$ cat src/rtl/lyap_pkg.sv
`timescale 1ns / 1ps
// ----------------------------------------------------------------------------
// lyap_pkg
// Shared types, codes and helpers for the Smith-iteration Lyapunov solver.
// ----------------------------------------------------------------------------
package lyap_pkg;

  localparam int IDX_W  = 3;            // row / column index
  localparam int ADDR_W = 2 * IDX_W;    // {row, col} store address
  localparam int DEPTH  = 1 << ADDR_W;  // store depth
  localparam int DATA_W = 32;           // Q8.24 element
  localparam int PROD_W = 64;           // exact product
  localparam int TERM_W = 40;           // rounded product
  localparam int ACC_W  = 48;           // dot-product accumulator
  localparam int DIFF_W = 40;           // squared-change accumulator
  localparam int ITER_W = 16;
  localparam int FRAC_BITS = 24;

  // input modes
  localparam logic [1:0] MODE_LOAD_A = 2'd0;
  localparam logic [1:0] MODE_LOAD_Q = 2'd1;
  localparam logic [1:0] MODE_SOLVE  = 2'd2;

  // register indexes
  localparam logic [1:0] REG_DIMENSION = 2'd0;
  localparam logic [1:0] REG_ITER_LIM  = 2'd1;
  localparam logic [1:0] REG_TOL_SQ    = 2'd2;

  // command from controller to datapath, one per cycle
  typedef struct packed {
    logic             valid;
    logic             copy;   // P <= Q sweep
    logic             ph1;    // product = P * A
    logic             ph2;    // P = Q + A^T * product
    logic             emit;   // read P for output
    logic             first;  // first term of a dot product
    logic             last;   // last term, or last output element
    logic [IDX_W-1:0] i;
    logic [IDX_W-1:0] j;
    logic [IDX_W-1:0] k;
  } lyap_cmd_t;

  // element load from the input channel
  typedef struct packed {
    logic              we_a;
    logic              we_q;
    logic [ADDR_W-1:0] addr;
    logic [DATA_W-1:0] data;
  } lyap_load_t;

  // status from datapath back to controller
  typedef struct packed {
    logic              big;      // some change of 2^16 or more
    logic [DIFF_W-1:0] diff;     // summed squared change
    logic              out_fire; // output beat taken
  } lyap_stat_t;

  // clamp to a signed range of the given width (16..32)
  function automatic logic signed [DATA_W-1:0] sat_val(input logic signed [ACC_W-1:0] v,
                                                       input int bits);
    logic signed [ACC_W-1:0] hi;
    logic signed [ACC_W-1:0] lo;
    hi = (48'sd1 <<< (bits - 1)) - 48'sd1;
    lo = -hi - 48'sd1;
    if (v > hi) return hi[DATA_W-1:0];
    else if (v < lo) return lo[DATA_W-1:0];
    else return v[DATA_W-1:0];
  endfunction

endpackage

$ cat src/rtl/lyap_ctrl.sv
`timescale 1ns / 1ps
// ----------------------------------------------------------------------------
// lyap_ctrl
// Sequencer: copy sweep, two matrix-product phases per iteration,
// convergence check and output sweep.
// ----------------------------------------------------------------------------
module lyap_ctrl import lyap_pkg::*; (
  input  logic              clk,
  input  logic              rst,
  input  logic              start,
  input  logic [IDX_W-1:0]  nm1,
  input  logic [ITER_W-1:0] limit,
  input  logic [DATA_W-1:0] tol,
  input  lyap_stat_t        stat,
  output lyap_cmd_t         cmd,
  output logic              idle,
  output logic              conv,
  output logic [ITER_W-1:0] iters
);

  localparam logic [3:0] S_IDLE  = 4'd0;
  localparam logic [3:0] S_COPY  = 4'd1;
  localparam logic [3:0] S_DRAIN = 4'd2;
  localparam logic [3:0] S_MUL1  = 4'd3;
  localparam logic [3:0] S_MUL2  = 4'd4;
  localparam logic [3:0] S_CHECK = 4'd5;
  localparam logic [3:0] S_ERD   = 4'd6;
  localparam logic [3:0] S_ELD   = 4'd7;
  localparam logic [3:0] S_EWT   = 4'd8;

  // pipeline depth until stores and change sum are settled
  localparam logic [2:0] DRAIN_CYC = 3'd6;

  logic [3:0]        state, state_next, ret, ret_next;
  logic [IDX_W-1:0]  i, j, k, i_next, j_next, k_next;
  logic [2:0]        dcnt, dcnt_next;
  logic              conv_next;
  logic [ITER_W-1:0] iters_next;
  logic              at_k, at_j, at_i;

  assign at_k = (k == nm1);
  assign at_j = (j == nm1);
  assign at_i = (i == nm1);

  // command decode
  always_comb begin
    cmd.valid = (state == S_COPY) || (state == S_MUL1) || (state == S_MUL2) ||
                (state == S_ERD);
    cmd.copy  = (state == S_COPY);
    cmd.ph1   = (state == S_MUL1);
    cmd.ph2   = (state == S_MUL2);
    cmd.emit  = (state == S_ERD);
    cmd.first = (k == '0);
    cmd.last  = (state == S_ERD) ? (at_i && at_j) : at_k;
    cmd.i     = i;
    cmd.j     = j;
    cmd.k     = k;
  end

  assign idle = (state == S_IDLE);

  // next state
  always_comb begin
    state_next = state;
    ret_next   = ret;
    i_next     = i;
    j_next     = j;
    k_next     = k;
    dcnt_next  = dcnt;
    conv_next  = conv;
    iters_next = iters;
    unique case (state)
      S_IDLE: begin
        if (start) begin
          state_next = S_COPY;
          i_next     = '0;
          j_next     = '0;
          k_next     = '0;
          conv_next  = 1'b0;
          iters_next = '0;
        end
      end
      S_COPY: begin
        j_next = at_j ? '0 : j + 1'b1;
        if (at_j) begin
          i_next = at_i ? '0 : i + 1'b1;
        end
        if (at_i && at_j) begin
          state_next = S_DRAIN;
          dcnt_next  = DRAIN_CYC;
          ret_next   = (limit == '0) ? S_ERD : S_MUL1;
        end
      end
      S_DRAIN: begin
        dcnt_next = dcnt - 1'b1;
        if (dcnt == '0) begin
          state_next = ret;
        end
      end
      S_MUL1, S_MUL2: begin
        k_next = at_k ? '0 : k + 1'b1;
        if (at_k) begin
          j_next = at_j ? '0 : j + 1'b1;
          if (at_j) begin
            i_next = at_i ? '0 : i + 1'b1;
          end
        end
        if (at_i && at_j && at_k) begin
          state_next = S_DRAIN;
          dcnt_next  = DRAIN_CYC;
          ret_next   = (state == S_MUL1) ? S_MUL2 : S_CHECK;
        end
      end
      S_CHECK: begin
        iters_next = iters + 1'b1;
        if (!stat.big && (stat.diff < DIFF_W'(tol))) begin
          conv_next  = 1'b1;
          state_next = S_ERD;
        end else if (iters_next == limit) begin
          state_next = S_ERD;
        end else begin
          state_next = S_MUL1;
        end
      end
      S_ERD: begin
        state_next = S_ELD;
      end
      S_ELD: begin
        state_next = S_EWT;
      end
      S_EWT: begin
        if (stat.out_fire) begin
          if (at_i && at_j) begin
            state_next = S_IDLE;
          end else begin
            state_next = S_ERD;
          end
          j_next = at_j ? '0 : j + 1'b1;
          if (at_j) begin
            i_next = at_i ? '0 : i + 1'b1;
          end
        end
      end
      default: begin
        state_next = S_IDLE;
      end
    endcase
  end

  always_ff @(posedge clk) begin
    if (rst) begin
      state <= S_IDLE;
      ret   <= S_IDLE;
      i     <= '0;
      j     <= '0;
      k     <= '0;
      dcnt  <= '0;
      conv  <= 1'b0;
      iters <= '0;
    end else begin
      state <= state_next;
      ret   <= ret_next;
      i     <= i_next;
      j     <= j_next;
      k     <= k_next;
      dcnt  <= dcnt_next;
      conv  <= conv_next;
      iters <= iters_next;
    end
  end

endmodule

$ cat config.mk
export PLATFORM = sky130hd
export DESIGN_NAME = lyap_ctrl
export DESIGN_NICKNAME = d
export VERILOG_FILES = /design/src/rtl/lyap_pkg.sv /design/src/rtl/lyap_ctrl.sv
export SDC_FILE = /design/constraint.sdc
export NUM_CORES = 1
export LEC_CHECK = 0
export ABC_AREA = 1
export BUFFER_PORTS_ARGS = -buffer_cell sky130_fd_sc_hd__buf_2
export CAP_MARGIN = 20
export CORE_UTILIZATION = 30
export DETAILED_ROUTE_END_ITERATION = 10
export PLACE_DENSITY = 0.55
export SLEW_MARGIN = 20
export SYNTH_ARGS = -nofsm -noshare
export SYNTH_HDL_FRONTEND = slang
export SYNTH_SLANG_ARGS = --single-unit
$ cat constraint.sdc
create_clock -name clk -period 2 [get_ports clk]
set_input_delay 0.3 -clock clk [delete_from_list [all_inputs] [get_ports clk]]
set_output_delay 0.3 -clock clk [all_outputs]
set_load 0.01 [all_outputs]
==> qor.csv <==
metric,value,unit
"CTS clk-pin slew, worst paths",60,ps
Synth cell types,38,
dpl cells,820,
Cells after Synth,543,
number of core rows,38,
I/O pin total,130,
Tcrit/Tclk final,98.5,%
clock buffer depth,2,
Setup Skew,5.43,ps
drt first pass iters,5,
Mapped Avg Cell Area,6.34,um2
yosys warns,0,
Remaining DRCs,0,
Final nets,827,
WS Path Type,flop to primary output,
Final Hold Vio Count,0,
Routed WL,10.6,mm
Power Dens Cells,649,nW/um2
Setup crit end kind,primary output,
area occupied by multi-input gates,2420,um2
clk sinks,36,
hold buffers post-CTS,0,
Fmax,508,MHz
startpoint types,flop,
GR Util All Layers,17.8,%
Final Slew Violations,0,
Die ar.,11900,um2
status,"finished, final reports clean",
filler instances,1122,
initial antenna violation count,0,
Synth Flop Type,dfxtp_1,
asr flop ratio synth,0,%
grt ovf,0,
PnR worst setup slack,30.7,ps
WP data arrival,1670,ps
Max-Cap Viols,0,
CP required,1700,ps
register area,732,um2
Die Wd,109,um
Core ar.,11000,um2
CP max FO,5,
slew margin rel.,70.9,%
P_leak,0.00245,uW
drt via density,4.87,
GR Util met3,2.93,%
share of the synthesized area in the top cell type,20.9,%
final non-filler cell total,834,
initial drt markers,177,
GR Layer Usage met1,22.2,%
#FFs+latches synth,36,
CTS tree,yes,
"Most Used Layer, Global Route",met2,
vias,4062,
DR WL/cell,12.7,um
clock latency on the worst-skew pair,280,ps
cells taking the most area after synthesis,"dfxtp_1 21%, nand2_1 15%, ha_1 14%, inv_1 9.9%, nand3_1 8.0%",
Starting Density,31.3,%
chip height,109,um
Final setup violation count,0,
first-pass GRT wire length,16.8,mm
Setup WS pre-CTS,10.6,ps
most common cell in the netlist,nand2_1,
routability cong.,0.862,
cell taking the most area after synthesis,dfxtp_1,
Hold Path Class,input pin to flop,
fraction of layout cells with a size suffix above 1,30.5,%
commonest cells in the netlist,"135 x nand2_1, 91 x inv_1, 55 x nand3_1",
n_diodes,0,
met2 Use GR,30.8,%
number of enable flip-flop cells after synthesis,0,
Routed Antenna Nets,0,
largest net degree at the start of global routing,27,
area grow syn2layout,35.7,%
CTS H-tree depth,2,
post-layout min period,1970,ps
vias in the first global route,3782,
HPWL Detailed,8.57,mm
worst-margin pin slew,433,ps
RSZ-0062 raised after global routing,yes,
buffers added on ports,129,
maximum VDD drop,0.664,mV
"Net Count, Synth",677,
post-synthesis instance area,3440,um2
CTS Buf Count,5,
root buffer cell,clkbuf_16,
sequential area share after synthesis,20.9,%
final core utilization,42.5,%
[metrics by stage]
step | setup TNS (ps) | hold slack [ps] | power [uW] | area, um2
global route | -192 | 328 | 3230 | 4670
detailed placement | 0 | 479 | 2070 | 4350
CTS | 0 | 308 | 3000 | 4520
floorplan | 0 | 444 | 1680 | 3440
finish | 0 | 311 | 3030 | 4670
global placement | 0 | 469 | 2050 | 4350
[layout by cell type, fill, tap and decap left out, drive strengths merged, types with 3 or more instances in the layout]
master,instances
a211oi,3
a21oi,44
buf,147
clkbuf,5
dfxtp,36
ha,38
inv,94
nand2,141
nand3,55
nand3b,4
nand4,13
nor2,56
nor3,6
o21ai,18
xnor2,11
xor2,3
[final timing paths]
check	slack, ps	to	startpoint	cells past startpoint
worst min-delay path	310	state[3]	stat[0]	4
worst max register to register	50	state[2]	iters[0]	16
worst min register to register	490	dcnt[2]	dcnt[2]	2
worst max-delay path	30	cmd[15]	state[2]	8
[cell families (layout without fill, tap and decap cells)]
logic type      after synthesis  count (layout)  share of synthesized area (%)
mux                           1               1                          0.291
simple gates                278             279                           37.7
buf+inv                     101             251                           11.1
flops                        36              36                           20.9
compound gates               75              75                           12.6
fa+ha+maj                    38              38                           13.8
xor+xnor                     14              14                           3.56
[critical path, stage by stage, from the launching register on]
cell and delay [ps]:
dfxtp_1 430, nor2_1 90, inv_1 150, nor3_2 90, nor2_4 150, nand2_4 90, nor2_1 190, inv_1 60
buf_2 140
[cell type report]
cell class | count | share of cell area (%)
multi-input cells | 407 | 51.7
repair buffers | 147 | 17.4
flip-flops and latches | 36 | 15.7
inverters | 96 | 7.82
well taps | 140 | 3.75
clock buffers | 5 | 2.68
clock inverters | 3 | 0.911
[flip-flops by register name (all words and copies together) (netlist names)]
register and count:
iters 16, state 4, dcnt 3, i 3, j 3, k 3
ret 3, conv 1
[power breakdown]
part | switching (uW) | internal, uW
combinational | 725 | 508
clock | 335 | 586
sequential | 79.1 | 797
total | 1140 | 1890
[per-layer routing]
layer	wire length [um]	part of all wire, %
met1	4660	44
met2	5080	48
met3	627	5.9
met4	254	2.4
met5	0	0
[timing repair]
item,CTS,global route
endpoints found under the hold margin,0,0
buffers inserted,0,5
endpoints found under the setup margin,0,19
gates resized for setup,0,30
(Power assumes the default switching activity.)
